`src/design/apq_pkg.sv`:
```
`default_nettype none

package apq_pkg;

    localparam int COMP_W  = 8;
    localparam int IDX_W   = 8;
    localparam int C565_W  = 16;
    localparam int SUM_W   = 10;
    localparam int DIST_W  = 9;

    // floor(x/3) = (x*683) >> 11 for x below 1024
    localparam int DIV3_MUL = 683;
    localparam int DIV3_SH  = 11;
    localparam int PROD_W   = 20;

    localparam logic [DIST_W-1:0] DIST_INIT = DIST_W'(256);

    typedef struct packed {
        logic load;
        logic conv;
        logic rescan;
        logic match_step;
        logic near_step;
        logic append;
        logic emit;
    } t_cmd;

    typedef struct packed {
        logic scan_done;
        logic found;
        logic full;
        logic out_free;
    } t_sts;

    // floor(x/255) for x below 16320
    function automatic logic [5:0] div255(input logic [13:0] x);
        logic [14:0] t;
        t = 15'(x) + 15'(x >> 8) + 15'd1;
        return t[13:8];
    endfunction

endpackage

`default_nettype wire

```
`src/design/apq_dp.sv`:
```
`default_nettype none

module apq_dp #(
    parameter int PALETTE_ENTRIES = 256
) (
    input  wire logic                         i_clk,
    input  wire logic                         i_rst_n,
    input  apq_pkg::t_cmd                     i_cmd,
    output apq_pkg::t_sts                     o_sts,
    input  wire logic [apq_pkg::COMP_W-1:0]   i_red,
    input  wire logic [apq_pkg::COMP_W-1:0]   i_green,
    input  wire logic [apq_pkg::COMP_W-1:0]   i_blue,
    input  wire logic                         i_first_of_image,
    input  wire logic                         i_out_ready,
    output logic                              o_out_valid,
    output logic [apq_pkg::IDX_W-1:0]         o_color_index,
    output logic                              o_added_new,
    output logic                              o_approximated,
    output logic [apq_pkg::C565_W-1:0]        o_color565
);
    import apq_pkg::*;

    localparam int AW = (PALETTE_ENTRIES > 1) ? $clog2(PALETTE_ENTRIES) : 1;
    localparam int CW = $clog2(PALETTE_ENTRIES + 1);
    localparam logic [CW-1:0] CAP = CW'(PALETTE_ENTRIES);

    logic [C565_W-1:0] r_mem [PALETTE_ENTRIES];

    logic [COMP_W-1:0] r_red;
    logic [COMP_W-1:0] r_green;
    logic [COMP_W-1:0] r_blue;
    logic [C565_W-1:0] r_c565;
    logic [CW-1:0]     r_filled;
    logic [CW-1:0]     r_rd_cnt;
    logic              r_pend;
    logic [AW-1:0]     r_pend_idx;
    logic [C565_W-1:0] r_rd_data;
    logic              r_found;
    logic [SUM_W-1:0]  r_sum;
    logic              r_sum_vld;
    logic [AW-1:0]     r_sum_idx;
    logic [DIST_W-1:0] r_best;
    logic [AW-1:0]     r_idx;
    logic              r_added;
    logic              r_approx;

    logic              more;
    logic              issue;
    logic [4:0]        r5;
    logic [5:0]        g6;
    logic [4:0]        b5;
    logic [4:0]        dr;
    logic [5:0]        dg;
    logic [4:0]        db;
    logic [SUM_W-1:0]  sum;
    logic [PROD_W-1:0] prod;
    logic [DIST_W-1:0] cur_dist;

    assign more  = (r_rd_cnt < r_filled);
    assign issue = (i_cmd.match_step || i_cmd.near_step) && more && !r_found;

    // rgb888 to rgb565
    assign r5 = 5'(div255(14'(r_red) * 14'd31));
    assign g6 = div255(14'(r_green) * 14'd63);
    assign b5 = 5'(div255(14'(r_blue) * 14'd31));

    // expanded l1 distance
    always_comb begin
        dr = (r_c565[15:11] > r_rd_data[15:11]) ? r_c565[15:11] - r_rd_data[15:11]
                                                : r_rd_data[15:11] - r_c565[15:11];
        dg = (r_c565[10:5] > r_rd_data[10:5]) ? r_c565[10:5] - r_rd_data[10:5]
                                              : r_rd_data[10:5] - r_c565[10:5];
        db = (r_c565[4:0] > r_rd_data[4:0]) ? r_c565[4:0] - r_rd_data[4:0]
                                            : r_rd_data[4:0] - r_c565[4:0];
        sum = SUM_W'({dr, 3'b000}) + SUM_W'({dg, 2'b00}) + SUM_W'({db, 3'b000});
    end

    assign prod     = PROD_W'(r_sum) * PROD_W'(DIV3_MUL);
    assign cur_dist = DIST_W'(prod >> DIV3_SH);

    always_comb begin
        o_sts.scan_done = r_found || (!more && !r_pend && !r_sum_vld);
        o_sts.found     = r_found;
        o_sts.full      = (r_filled == CAP);
        o_sts.out_free  = !o_out_valid || i_out_ready;
    end

    // palette memory
    always_ff @(posedge i_clk) begin
        if (i_cmd.append) begin
            r_mem[r_filled[AW-1:0]] <= r_c565;
        end
        if (issue) begin
            r_rd_data <= r_mem[r_rd_cnt[AW-1:0]];
        end
    end

    // payload
    always_ff @(posedge i_clk) begin
        if (i_cmd.load) begin
            r_red   <= i_red;
            r_green <= i_green;
            r_blue  <= i_blue;
        end
        if (i_cmd.conv) begin
            r_c565 <= {r5, g6, b5};
        end
        r_pend_idx <= r_rd_cnt[AW-1:0];
        r_sum_idx  <= r_pend_idx;
        r_sum      <= sum;
        if (i_cmd.emit) begin
            o_color_index  <= IDX_W'(r_idx);
            o_added_new    <= r_added;
            o_approximated <= r_approx;
            o_color565     <= r_c565;
        end
    end

    // control
    always_ff @(posedge i_clk) begin
        if (!i_rst_n) begin
            r_filled    <= '0;
            r_rd_cnt    <= '0;
            r_pend      <= 1'b0;
            r_found     <= 1'b0;
            r_sum_vld   <= 1'b0;
            r_best      <= DIST_INIT;
            r_idx       <= '0;
            r_added     <= 1'b0;
            r_approx    <= 1'b0;
            o_out_valid <= 1'b0;
        end else begin
            if (i_cmd.load && i_first_of_image) begin
                r_filled <= '0;
            end

            if (i_cmd.conv || i_cmd.rescan) begin
                r_rd_cnt  <= '0;
                r_pend    <= 1'b0;
                r_found   <= 1'b0;
                r_sum_vld <= 1'b0;
                r_best    <= DIST_INIT;
                r_idx     <= '0;
                r_approx  <= i_cmd.rescan;
                if (i_cmd.conv) begin
                    r_added <= 1'b0;
                end
            end else begin
                if (issue) begin
                    r_rd_cnt <= r_rd_cnt + CW'(1);
                end
                r_pend    <= issue;
                r_sum_vld <= i_cmd.near_step && r_pend;

                if (i_cmd.match_step && r_pend && !r_found && (r_rd_data == r_c565)) begin
                    r_found <= 1'b1;
                    r_idx   <= r_pend_idx;
                end

                if (i_cmd.near_step && r_sum_vld && (cur_dist < r_best)) begin
                    r_best <= cur_dist;
                    r_idx  <= r_sum_idx;
                end

                if (i_cmd.append) begin
                    r_idx    <= r_filled[AW-1:0];
                    r_filled <= r_filled + CW'(1);
                    r_added  <= 1'b1;
                end
            end

            if (i_cmd.emit) begin
                o_out_valid <= 1'b1;
            end else if (i_out_ready) begin
                o_out_valid <= 1'b0;
            end
        end
    end

endmodule

`default_nettype wire

```
`config.mk`:
```
export PLATFORM = sky130hd
export DESIGN_NAME = apq_dp
export DESIGN_NICKNAME = d
export VERILOG_FILES = /design/src/design/apq_pkg.sv /design/src/design/apq_dp.sv
export SDC_FILE = /design/constraint.sdc
export NUM_CORES = 2
export LEC_CHECK = 0
export BUFFER_PORTS_ARGS = -buffer_cell sky130_fd_sc_hd__buf_2
export CAP_MARGIN = 5
export CORE_UTILIZATION = 39
export CTS_CLUSTER_SIZE = 8
export DETAILED_ROUTE_END_ITERATION = 8
export PLACE_DENSITY = 0.64
export SLEW_MARGIN = 0
export SYNTH_ARGS = -nofsm -noshare
export SYNTH_HDL_FRONTEND = slang
export SYNTH_SLANG_ARGS = --single-unit
```
`constraint.sdc`:
```
create_clock -name i_clk -period 6.5 [get_ports i_clk]
set_input_delay 1.625 -clock i_clk [delete_from_list [all_inputs] [get_ports i_clk]]
set_output_delay 1.625 -clock i_clk [all_outputs]
set_load 0.01 [all_outputs]
```
==> impl_results.md <==
- Antenna violations before repair: 24
- Overflow after GRT: 0
- Synth area leaders: edfxtp_1 74%, mux4_2 12%, mux2i_1 1.9%
- Area share of the largest cell type after synthesis: 0.741
- Int Power: around 55000 uW
- RSZ-0062 raised after global routing: no
- Largest area contributor in the netlist: edfxtp_1
- Ports: 66
- Yosys cell types: 88
- Max-slew violations: 2
- Crit share post-route: 0.914
- Synthesized area per cell: about 21 sq um
- First-pass GRT wire length: 683000 microns
- Synthesized cell area: 169000 sq um
- Fin Hold WS: ~0.35 ns
- Share of post-route cells with drive strength above 1: 0.258
- Switching Share: 0.275
- Sequential cell area fraction in the yosys report: 0.749
- Crit-path max FO: 13
- Placer Congestion: roughly 0.89
- Ys async rst share: 0
- Peak supply drop: roughly 0.00067 V
- Hold Vio Cnt, Final: 0
- Leakage power: 0.0609 uW
- # Post-CTS Setup Buffers: 0
- Detailed Route WL: around 490000 microns
- Routed wire length per instance: 33.2 microns
- Ys flop type: edfxtp_1
- Vias: 89.0k
- Clk network pwr share: 0.369
- Die Footprint: approximately 440000 sq um
- Placement Rows: ~240
- Core area: between 400000 and 500000 sq um
- Longest Clk Path Bufs: 4
- NetSw: between 20000 and 25000 uW
- Port bufs: 65
- Clock Skew: 0.0549 ns
- Initial Util: 0.392
- Die height: about 660 microns
- Syn_nets: 8442
- Largest net degree at the start of global routing: between 150 and 200
- TritonRoute pass-1 iters: 8
- Seq pwr share: 0.455
- P&R area growth vs syn: 15.2%
- Hold crit path type: flop to flop
- Synthesized instance count: approximately 8.1k
- Slew headroom: -0.0497
- Number of max-cap violations: 1
- GR Util All Layers: 0.220
- CTS Sinks: between 4k and 5k
- CTS tree: done
- CP Capture Type: flop
- Vias/cell: just over 6
- Setup TNS Final: 0 ns
- Comb pwr share: 0.175
- DRC Markers: 0
- Critical path class: flop to flop
- Iter 0 DRT Violations: 13.1k
- Startpoint types: flop
- Hold_buf cts: 0
- Die boundary width: approximately 660 microns
- Ys Warns: 0
- Clock Latency Late Sink: between 1 and 1.5 ns
- Yosys reg bits: between 4k and 5k
- Clk root buf: clkbuf_16
- Placed cells: roughly 14k
- PostCTS Resize Cnt: 0
- H-tree levels: 6
- Final Non-Filler Cells: roughly 15k
- Crit path DAT: 6.86 ns
- Worst EP required: approximately 7.4 ns
- # setup viols final: 0
- Hpwl dp: 295000 microns
- Status: finished, violations left
- Number of global-route vias before repair: just under 90k
- Nets: 9152
- Clock slew at reported path FFs: 0.05 ns
- F_max: approximately 170 MHz
- Failing checks: max-capacitance violations, max-slew violations
- Antenna-violating nets left: 0
- TritonCTS Buffers: 602
- Fin crit period: 5.94 ns
- Post-synth EDFFs: 4178
- Power Density: between 300 and 400 nW/um^2
- Actual slew at the worst max-slew pin: roughly 1.6 ns
[power groups by stage]
| stage | sequential, uW | combinational [uW] | clock, uW |
|---|---|---|---|
| 2_1_floorplan | 37500 | 6280 | 0 |
| 3_3_place_gp | 34900 | 12900 | 0 |
| 3_5_place_dp | 34900 | 13300 | 0 |
| 4_1_cts | 34400 | 13300 | 28200 |
| 5_1_grt | 34400 | 14700 | 29300 |
| 6_report | 34400 | 13300 | 27900 |
[routing by layer]
metal  wire length, microns  GRT usage
met3                  55900     0.0568
met5                     55          0
met4                  21900     0.0888
met1                 184000      0.296
met2                 225000      0.341
[worst paths after layout]
check,from,end,slack [ns],cells after the start
setup / recovery,r_sum[3],r_idx[3],0.56,22
hold / removal,r_pend_idx[4],r_sum_idx[4],0.35,0
setup reg to reg,r_sum[3],r_idx[3],0.56,22
hold reg to reg,r_pend_idx[4],r_sum_idx[4],0.35,0
[placed cells by master (no fill, tap or decap), drive strengths merged, types with 160 or more instances in the layout]
cell	count
mux4	950
a22oi	160
nand2	163
inv	219
mux2i	313
ha	183
buf	543
edfxtp	4178
clkbuf	640
a21oi	185
nor2	349
[final cells by class]
class | instances | area, sq um
Multi-Input combinational cell | 3265 | 39500
Tap cell | 5710 | 7140
Timing Repair Buffer | 543 | 4410
Inverter | 200 | 756
Antenna cell | 11 | 27.5
Fill cell | 35500 | 236000
Clock buffer | 640 | 15300
Clock inverter | 59 | 1120
Sequential cell | 4243 | 127000
[through the flow]
| stage | area (sq um) | total power [uW] | worst slack [ns] | util |
|---|---|---|---|---|
| global route | 195000 | 78400 | 0.0398 | 0.452 |
| finish | 195000 | 75600 | 0.559 | 0.452 |
| CTS | 195000 | 75900 | 0.215 | 0.452 |
| detailed placement | 179000 | 48200 | 0.282 | 0.414 |
| floorplan | 169000 | 43800 | -0.410 | - |
| global placement | 179000 | 47800 | 0.310 | 0.414 |
[synth_stat cells, drive strengths merged, types with 84 or more instances]
| cell type | count |
|---|---|
| a21oi | 185 |
| a22oi | 160 |
| buf | 288 |
| clkbuf | 149 |
| edfxtp | 4178 |
| ha | 183 |
| inv | 199 |
| mux2i | 313 |
| mux4 | 950 |
| nand2 | 163 |
| nand3 | 84 |
| nor2 | 349 |
[cell families (layout without fill, tap and decap cells)]
kind of cell	Yosys count	in the layout	share of synthesized area
compound gates	870	870	0.0365
other cells	0	11	0
xor+xnor	59	59	0.00305
simple gates	798	798	0.0213
flops	4243	4243	0.749
fa+ha+maj	262	262	0.0229
buf+inv	637	1442	0.0212
mux	1276	1276	0.147
[flip-flops by register name, indices dropped and copies added, names as in the netlist, 8 cells and up]
name,cells
o_color565,16
o_color_index,8
r_best,9
r_blue,8
r_c565,16
r_filled,9
r_green,8
r_idx,8
r_mem,4096
r_pend_idx,8
r_rd_cnt,9
r_rd_data,16
r_red,8
r_sum,8
r_sum_idx,8
[critical path, cell delays in order (launching register included)]
cell      delay [ns]
dfxtp_1         0.35
ha_1            0.33
inv_1           0.08
fa_1            0.48
inv_1           0.05
fa_1            0.47
fa_1            0.49
ha_1            0.29
ha_1            0.36
a21oi_1         0.16
o21bai_1        0.10
a21oi_1         0.25
a21oi_1         0.16
or4_1           0.52
and2_1          0.18
ha_1            0.30
nor2b_1         0.14
o21ai_0         0.14
o211ai_1        0.12
or2_4           0.32
buf_4           0.21
a31oi_1         0.23
o211ai_1        0.12
Power figures use the tool's default switching activity.
