File: config.mk
export PLATFORM = sky130hd
export DESIGN_NAME = apq_ctrl
export DESIGN_NICKNAME = d
export VERILOG_FILES = /design/src/design/apq_pkg.sv /design/src/design/apq_ctrl.sv
export SDC_FILE = /design/constraint.sdc
export NUM_CORES = 1
export LEC_CHECK = 0
export ABC_AREA = 1
export CAP_MARGIN = 20
export CORE_AREA = 10 10 47 49
export CTS_BUF_LIST = sky130_fd_sc_hd__clkbuf_8 sky130_fd_sc_hd__clkbuf_16
export CTS_CLUSTER_SIZE = 16
export DETAILED_ROUTE_END_ITERATION = 16
export DIE_AREA = 0 0 57 59
export DONT_BUFFER_PORTS = 1
export GPL_ROUTABILITY_DRIVEN = 0
export PLACE_DENSITY = 0.54
export RECOVER_POWER = 25
export SETUP_SLACK_MARGIN = 0.15
export SYNTH_ARGS = -nofsm -noshare
export SYNTH_HDL_FRONTEND = slang
export SYNTH_SLANG_ARGS = --single-unit
File: constraint.sdc
create_clock -name i_clk -period 1.36 [get_ports i_clk]
set_clock_uncertainty 0.05 [all_clocks]
set_input_delay 0.136 -clock i_clk [delete_from_list [all_inputs] [get_ports i_clk]]
set_output_delay 0.136 -clock i_clk [all_outputs]
set_load 0.1 [all_outputs]
File: src/design/apq_pkg.sv
`default_nettype none

package apq_pkg;

    localparam int COMP_W  = 8;
    localparam int IDX_W   = 8;
    localparam int C565_W  = 16;
    localparam int SUM_W   = 10;
    localparam int DIST_W  = 9;

    // floor(x/3) = (x*683) >> 11 for x below 1024
    localparam int DIV3_MUL = 683;
    localparam int DIV3_SH  = 11;
    localparam int PROD_W   = 20;

    localparam logic [DIST_W-1:0] DIST_INIT = DIST_W'(256);

    typedef struct packed {
        logic load;
        logic conv;
        logic rescan;
        logic match_step;
        logic near_step;
        logic append;
        logic emit;
    } t_cmd;

    typedef struct packed {
        logic scan_done;
        logic found;
        logic full;
        logic out_free;
    } t_sts;

    // floor(x/255) for x below 16320
    function automatic logic [5:0] div255(input logic [13:0] x);
        logic [14:0] t;
        t = 15'(x) + 15'(x >> 8) + 15'd1;
        return t[13:8];
    endfunction

endpackage

`default_nettype wire

File: src/design/apq_ctrl.sv
`default_nettype none

module apq_ctrl (
    input  wire logic          i_clk,
    input  wire logic          i_rst_n,
    input  wire logic          i_in_valid,
    output logic               o_in_ready,
    input  apq_pkg::t_sts      i_sts,
    output apq_pkg::t_cmd      o_cmd
);
    import apq_pkg::*;

    typedef enum logic [5:0] {
        S_IDLE   = 6'b000001,
        S_CONV   = 6'b000010,
        S_MATCH  = 6'b000100,
        S_NEAR   = 6'b001000,
        S_APPEND = 6'b010000,
        S_EMIT   = 6'b100000
    } t_state;

    t_state r_state;
    t_state n_state;

    always_ff @(posedge i_clk) begin
        if (!i_rst_n) begin
            r_state <= S_IDLE;
        end else begin
            r_state <= n_state;
        end
    end

    always_comb begin
        n_state    = r_state;
        o_cmd      = '0;
        o_in_ready = 1'b0;
        case (r_state)
            S_IDLE: begin
                o_in_ready = 1'b1;
                if (i_in_valid) begin
                    o_cmd.load = 1'b1;
                    n_state    = S_CONV;
                end
            end
            S_CONV: begin
                o_cmd.conv = 1'b1;
                n_state    = S_MATCH;
            end
            S_MATCH: begin
                o_cmd.match_step = 1'b1;
                if (i_sts.scan_done) begin
                    if (i_sts.found) begin
                        n_state = S_EMIT;
                    end else if (i_sts.full) begin
                        o_cmd.rescan = 1'b1;
                        n_state      = S_NEAR;
                    end else begin
                        n_state = S_APPEND;
                    end
                end
            end
            S_NEAR: begin
                o_cmd.near_step = 1'b1;
                if (i_sts.scan_done) begin
                    n_state = S_EMIT;
                end
            end
            S_APPEND: begin
                o_cmd.append = 1'b1;
                n_state      = S_EMIT;
            end
            S_EMIT: begin
                if (i_sts.out_free) begin
                    o_cmd.emit = 1'b1;
                    n_state    = S_IDLE;
                end
            end
            default: begin
                n_state = S_IDLE;
            end
        endcase
    end

endmodule

`default_nettype wire

==> results of run 1 <==
==> kinds of logic after synthesis <==
family / Yosys count
buffers and inverters: 18
flip-flops: 6
AO/OA/AOI/OAI: 2
AND/OR/NAND/NOR: 43
==> power groups by stage <==
stage	Clock, uW	Combinational, uW	Sequential (uW)
6_report	271	1430	320
5_1_grt	295	1530	330
4_1_cts	278	1340	316
3_5_place_dp	0	1160	297
3_3_place_gp	0	1170	293
2_1_floorplan	0	842	285
==> critical path: stages, from the launching register on <==
cell	delay, ps
sky130_fd_sc_hd__dfxtp_2	340
sky130_fd_sc_hd__nor2_4	200
sky130_fd_sc_hd__nand3_4	130
sky130_fd_sc_hd__nor4_4	200
sky130_fd_sc_hd__buf_12	210
==> per-layer routing <==
| metal | vias to the layer above | track usage, % |
|---|---|---|
| met3 | 4 | 3.219 |
| met5 | - | 0 |
| li1 | 263 | - |
| met4 | 0 | 6.040 |
| met1 | 236 | 8.768 |
| met2 | 10 | 16.59 |
==> worst paths after layout <==
path / startpoint / to / slack (ps) / cells past startpoint
setup / recovery: r_state[4]$_SDFFE_PN0P_ / o_cmd[4] / -140 / 4
hold / removal: i_sts[2] / r_state[4]$_SDFFE_PN0P_ / 10 / 3
setup reg to reg: r_state[4]$_SDFFE_PN0P_ / r_state[5]$_SDFFE_PN0P_ / -30 / 9
hold reg to reg: r_state[5]$_SDFFE_PN0P_ / r_state[5]$_SDFFE_PN0P_ / 480 / 2
==> layout make-up <==
cell class | instances | area, sq um
Sequential cell | 6 | 135.1
Inverter | 18 | 85.08
Clock buffer | 3 | 41.29
Tap cell | 16 | 20.02
Timing Repair Buffer | 22 | 279.0
Multi-Input combinational cell | 45 | 347.8
Fill cell | 116 | 493.0
==> timing repair <==
item | 4_1_cts | 5_1_grt
gates resized for setup | 21 | 5
pin swaps | 8 | 2
hold buffers | 1 | 0
buffers inserted | 9 | 4
hold endpoints to repair | 6 | 0
endpoints found under the setup margin | 13 | 14
==> cell usage after synthesis, types with 2 or more instances <==
cell type	number
sky130_fd_sc_hd__inv_1	15
sky130_fd_sc_hd__nor2_1	13
sky130_fd_sc_hd__nand3_1	8
sky130_fd_sc_hd__nand2_1	7
sky130_fd_sc_hd__dfxtp_1	6
sky130_fd_sc_hd__inv_2	3
sky130_fd_sc_hd__nand4_1	3
sky130_fd_sc_hd__nand2_2	2
sky130_fd_sc_hd__nor2_2	2
sky130_fd_sc_hd__nor2_4	2
sky130_fd_sc_hd__nor3_1	2
==> per-stage QoR <==
step / total power [uW] / TNS (ps) / util [%] / area, sq um / worst slack (ps)
2_1_floorplan: 1127 / -674.5 / - / 491.7 / -452.5
3_3_place_gp: 1458 / 0 / 47.95 / 671.9 / 2.548
3_5_place_dp: 1462 / -4.598 / 47.95 / 671.9 / -4.598
4_1_cts: 1938 / -603.2 / 61.34 / 859.6 / -111.8
5_1_grt: 2151 / -1674 / 64.82 / 908.4 / -191.6
6_report: 2020 / -874.2 / 64.82 / 908.4 / -139.2
==> key figures, run 1 <==
Global routing
  – Largest net degree at the start of global routing: 7
  – Global-route wire length before repair: 2449 um
  – Number of antenna violations at the first check in global routing: 0
  – Global router's overall resource usage: 9.240%
  – Total congestion overflow after global routing: 0
  – Number of global-route vias before repair: 557

Die
  – I/O pins: 15
  – Area of the die: 3363 sq um
  – Placement row count: 14
  – Standard cell core area: 1401 sq um
  – Die X-Extent: 57 um
  – Initial standard-cell utilization of the core: 31.43%
  – Die Ht: 59 um

Power
  – Leakage power: 0.0003964 uW
  – Power density normalized to cell area: 2224 nW/um^2
  – Gate power share: 70.7%
  – Maximum VDD drop: 2144 uV
  – Switching Power: 1042 uW
  – Total internal power: 977.4 uW
  – Clock group share of total power: 13.4%
  – Fraction of power spent switching nets: 51.61%
  – Part of the power in registers: 15.8%

Setup path
  – Endpoint arrival time on the critical path: 1310 ps
  – Crit path capture type: output pin
  – Kind of critical path: flip-flop to output pin
  – Highest net fanout along the worst path: 5
  – Kind of launch point of the worst setup path: flip-flop
  – WP data required: 1170 ps

Detailed routing
  – Met3 routed WL: 61 um
  – Routed wl met2: 814 um
  – Total routed wire length on the met1 layer: 539 um
  – DRC violation count after routing: 0
  – Final antenna-violating net count: 0
  – Average wire per standard cell: 13.35 um
  – Max Used Layer: met4
  – Number of vias per cell after detailed routing: 4.664
  – Drt first pass iters: 3
  – Initial detailed-routing violation count: 3
  – Aggregate routed wire length: 1468 um
  – Total vias in the final route: 513

Logic synthesis
  – Synth top area share: 27.27%
  – Post-synthesis cell type with the largest combined area: sky130_fd_sc_hd__dfxtp_1
  – Distinct cells, synth: 17
  – Portion of netlist area occupied by mux cells: 0%
  – Cell area after synthesis: 440.4 sq um
  – Ys Warns: 0
  – Dominant combinational cell family by area after synthesis: simple AND/OR/NAND/NOR gates
  – Synth top area cells: sky130_fd_sc_hd__dfxtp_1, sky130_fd_sc_hd__inv_1, sky130_fd_sc_hd__nor2_1
  – Adder and majority gate portion of the synthesized area: 0%
  – Number of enable flip-flop cells after synthesis: 0
  – Gate count after technology mapping: 69
  – Fraction of synthesized cell area in xor and xnor cells: 0%
  – Post-synthesis area per instance: 6.383 sq um
  – Post-synthesis simple-gate area fraction: 53.69%
  – Ys async rst share: 0%
  – Synthesis-stage register bit count: 6
  – Post-Synthesis Net Count: 76
  – Share of synthesized area occupied by flip-flops and latches: 27.27%
  – Top_reg_cell synth: sky130_fd_sc_hd__dfxtp_1
  – Fraction of the mapped netlist area in compound gates: 3.693%

Final layout
  – Layout area overhead: 106.3%
  – Max reg flops: 6
  – Final non-filler cell total: 110
  – Ratio of cells with drive above 1 in the final layout: 64.89%
  – Register name with the most flops: r_state
  – Diodes inserted: 0
  – Top flop regs: r_state: 6 flops
  – Commonest cells after routing, fill and taps aside: sky130_fd_sc_hd__inv_1, sky130_fd_sc_hd__buf_4, sky130_fd_sc_hd__buf_12
  – Layout Nets: 103

STA
  – Unrepaired setup endpoints after global routing: yes
  – Final Worst Setup Slack: -139.2 ps
  – Worst rel slew slack: 82.42%
  – Final hold violation count: 0
  – Fmax: 0.6670 GHz
  – Final count of negative-setup-slack endpoints: 11
  – Post-route clock period utilization: 110.2%
  – Final worst path period need: 1499 ps
  – Max Slew Vio Count: 0
  – Worst slew pin tran: 261.7 ps
  – Worst hold margin: 14.62 ps

Clocking
  – Clock tree sinks: 6
  – TritonCTS Buffers: 3
  – Clock Latency Late Sink: 230 ps
  – Root Buffer: sky130_fd_sc_hd__clkbuf_8
  – Max Buffers Root-to-Sink: 2
  – Clock edge transition at the registers on the reported setup and hold paths: 30 ps
  – Clock H-tree levels: 1
  – TritonCTS clock tree: built

Placed design
  – Sum of net half-perimeters after detailed placement: 920 um
  – Cell total after placement: 93
  – Count of input and output buffers: 0

Worst hold path
  – Min-Delay Path Class: input port to flip-flop

Job
  – Reported max-cap violation count: 0

Status
  – Run status: finished with violations
  – Violations in the final reports: negative setup slack
Power figures use the tool's default switching activity.
==> inputs of run 2 (changes only) <==
ABC_AREA = not set   (was 1)
==> run 2 against run 1 <==
Net effect: the flow still finishes with violations (negative setup slack); sequential power is 20% lower; fmax is 19% lower; sequential share of layout area is 1.3 points lower; global-route usage is 0.21 points higher.
==> key figures, run 2 <==
Clocking
  – Clock Latency Late Sink: 220 ps (was 230 ps)
  – Clock edge transition at the registers on the reported setup and hold paths: 30 ps (about the same)
  – Root Buffer: sky130_fd_sc_hd__clkbuf_8 (unchanged)
  – TritonCTS clock tree: built (unchanged)
  – Clock tree sinks: 6 (unchanged)
  – Clock H-tree levels: 1 (unchanged)
  – Max Buffers Root-to-Sink: 2 (unchanged)
  – TritonCTS Buffers: 3 (unchanged)

Placed design
  – Sum of net half-perimeters after detailed placement: 1137 um (was 920 um)
  – Count of input and output buffers: 0 (unchanged)
  – Dpl cell area: 802.0 sq um (was 671.9 sq um)

Worst hold path
  – Min-Delay Path Class: input port to flip-flop (unchanged)
  – Launch point of the worst hold path: i_rst_n (was i_sts[2])
  – Cell depth of the worst min-delay path: 1 (was 3)

Power
  – Leakage power: 0.0004494 uW (was 0.0003964 uW)
  – Power density normalized to cell area: 1644 nW/um^2 (was 2224 nW/um^2)
  – Overall power of the completed layout: 1607 uW (was 2020 uW)
  – Maximum VDD drop: 829.7 uV (was 2144 uV)

Final layout
  – Most common cell after layout, fill and taps aside: sky130_fd_sc_hd__buf_4
  – Diodes inserted: 0 (unchanged)
  – Ratio of cells with drive above 1 in the final layout: 72.94% (was 64.89%)
  – Layout area overhead: 121.9% (was 106.3%)
  – Core Util, Final: 69.73% (was 64.82%)
  – Register name with the most flops: r_state (unchanged)
  – Layout Nets: 94 (was 103)
  – Max reg flops: 6 (unchanged)
  – Post-route design area: 977.2 sq um (was 908.4 sq um)
  – Commonest cells after routing, fill and taps aside: sky130_fd_sc_hd__buf_4, sky130_fd_sc_hd__buf_12, sky130_fd_sc_hd__buf_6 (was sky130_fd_sc_hd__inv_1, sky130_fd_sc_hd__buf_4, sky130_fd_sc_hd__buf_12)
  – Top flop regs: r_state: 6 flops (unchanged)

Global routing
  – Largest net degree at the start of global routing: 5 (was 7)
  – Number of antenna violations at the first check in global routing: 0 (unchanged)
  – Total congestion overflow after global routing: 0 (unchanged)
  – Number of global-route vias before repair: 574 (was 557)
  – Global router's overall resource usage: 9.452% (was 9.240%)
  – Global-route wire length before repair: 2594 um (was 2449 um)

Setup path
  – Kind of launch point of the worst setup path: flip-flop (unchanged)
  – Setup slack of the worst register-to-register path: -480 ps (was -30 ps)
  – Beginning of the worst register-to-register path: r_state[2]$_SDFFE_PN0P_ (was r_state[4]$_SDFFE_PN0P_)
  – Path depth of the worst reg2reg path: 5 (was 9)
  – Crit path capture type: output pin (unchanged)
  – Kind of critical path: flip-flop to output pin (unchanged)
  – Origin of the worst setup path: r_state[2]$_SDFFE_PN0P_ (was r_state[4]$_SDFFE_PN0P_)
  – Endpoint arrival time on the critical path: 1670 ps (was 1310 ps)
  – Highest net fanout along the worst path: 4 (was 5)
  – WP data required: 1170 ps (about the same)

Die
  – Die X-Extent: 57 um (unchanged)
  – Die Ht: 59 um (unchanged)
  – Initial standard-cell utilization of the core: 31.43% (unchanged)
  – Area of the die: 3363 sq um (unchanged)
  – Standard cell core area: 1401 sq um (unchanged)
  – I/O pins: 15 (unchanged)
  – Placement row count: 14 (unchanged)

Detailed routing
  – Initial detailed-routing violation count: 9 (was 3)
  – Aggregate routed wire length: 1580 um (was 1468 um)
  – Drt first pass iters: 3 (unchanged)
  – Average wire per standard cell: 15.64 um (was 13.35 um)
  – Total vias in the final route: 518 (was 513)
  – Final antenna-violating net count: 0 (unchanged)
  – Number of vias per cell after detailed routing: 5.129 (was 4.664)
  – DRC violation count after routing: 0 (unchanged)

Logic synthesis
  – Count leader, synth: sky130_fd_sc_hd__dfxtp_1 (was sky130_fd_sc_hd__inv_1)
  – Share of synthesized area occupied by flip-flops and latches: 27.27% (unchanged)
  – Distinct cells, synth: 30 (was 17)
  – Gate count after technology mapping: 48 (was 69)
  – Ys Warns: 0 (unchanged)
  – Synth top area share: 27.27% (unchanged)
  – Post-Synthesis Net Count: 55 (was 76)
  – Post-synthesis area per instance: 9.175 sq um (was 6.383 sq um)
  – Cell area after synthesis: 440.4 sq um (unchanged)
  – Synthesis-stage register bit count: 6 (unchanged)
  – Post-synthesis cell type with the largest combined area: sky130_fd_sc_hd__dfxtp_1 (unchanged)
  – Commonest cells in the netlist: sky130_fd_sc_hd__dfxtp_1, sky130_fd_sc_hd__and2_1, sky130_fd_sc_hd__nor2_1 (was sky130_fd_sc_hd__inv_1, sky130_fd_sc_hd__nor2_1, sky130_fd_sc_hd__nand3_1)
  – Number of enable flip-flop cells after synthesis: 0 (unchanged)
  – Synth top area cells: sky130_fd_sc_hd__dfxtp_1, sky130_fd_sc_hd__nor4b_4, sky130_fd_sc_hd__nor4_4 (was sky130_fd_sc_hd__dfxtp_1, sky130_fd_sc_hd__inv_1, sky130_fd_sc_hd__nor2_1)
  – Ys async rst share: 0% (unchanged)
  – Top_reg_cell synth: sky130_fd_sc_hd__dfxtp_1 (unchanged)

STA
  – Post-route clock period utilization: 136.1% (was 110.2%)
  – Sum of negative setup slack: -5188 ps (was -874.2 ps)
  – Max Slew Vio Count: 0 (unchanged)
  – Unrepaired setup endpoints after global routing: yes (unchanged)
  – Worst rel slew slack: 82.07% (was 82.42%)
  – Final count of negative-setup-slack endpoints: 14 (was 11)
  – Final hold violation count: 0 (unchanged)
  – Fmax: 0.5402 GHz (was 0.6670 GHz)
  – Final worst path period need: 1851 ps (was 1499 ps)
  – Final Worst Setup Slack: -491.3 ps (was -139.2 ps)
  – Worst slew pin tran: 267.8 ps (was 261.7 ps)

Status
  – Run status: finished with violations (unchanged)
  – Violations in the final reports: negative setup slack (unchanged)

Job
  – Reported max-cap violation count: 0 (unchanged)
==> run 2: changes by cell type after synthesis, sizes merged, moves of 3 or more <==
cell and change:
nand2 -8, and4b +3, nor2 -14, and2 +3
inv -16, o21ai +3, nand4 -3, nand3 -10
==> run 2: final cells by class <==
class	instances	area, sq um
repair buffers	36	404.1
well taps	16	20.02
multi-input cells	38	371.6
clock buffers	3	41.29
flip-flops and latches	6	132.6
fillers	114	424.2
inverters	2	7.507
==> run 2: per-stage QoR <==
| stage | hold WS, ps | setup slack (ps) | std cells |
|---|---|---|---|
| finish | 26.25 | -491.3 | 101 |
| global route | 48.79 | -539.9 | 101 |
| CTS | 17.91 | -482.7 | 99 |
| detailed placement | 223.0 | -356.2 | 91 |
| global placement | 212.6 | -309.5 | 91 |
| floorplan | 204.6 | -1110 | 48 |
==> run 2: cell families after synthesis <==
family	after synthesis	share of synthesized area [%]
buf+inv	4	5.113
xor+xnor	1	1.989
simple gates	28	51.42
flops	6	27.27
compound gates	9	14.20
==> run 2: timing repair <==
| item | in CTS | in global routing |
|---|---|---|
| buffers inserted | 4 | 2 |
| hold buffers | 1 | 0 |
| resized for setup | 12 | 8 |
| pin swaps | 6 | 11 |
| hold endpoints to repair | 1 | 0 |
| setup endpoints to repair | 14 | 14 |
==> run 2: final timing paths <==
path	endpoint
min	r_state[1]$_SDFFE_PN0P_
min reg2reg	r_state[2]$_SDFFE_PN0P_
max reg2reg	r_state[0]$_SDFFE_PN1P_
max	o_cmd[6]
==> run 2: routing by layer <==
metal  up-vias  track usage (%)  share of wire [%]  wire (um)
met1       242            9.112                 40        627
met5         -                0                  0          0
met4         0            4.698                1.1         17
li1        258                -                  -          -
met2        16            16.43                 50        786
met3         2            4.721                9.5        150
==> run 2: power by group <==
| group | total (uW) | internal, uW | switching, uW |
|---|---|---|---|
| sequential | 256 | 209 | 46.4 |
| combinational | 1080 | 537 | 547 |
| clock | 267 | 190 | 76.8 |
| total | 1610 | 937 | 670 |
==> run 2: worst max-delay path, stage by stage (launching register included) <==
cell and delay, ps:
sky130_fd_sc_hd__dfxtp_2 320, sky130_fd_sc_hd__or4_4 560, sky130_fd_sc_hd__nor3b_4 210, sky130_fd_sc_hd__and2_4 180, sky130_fd_sc_hd__buf_12 160
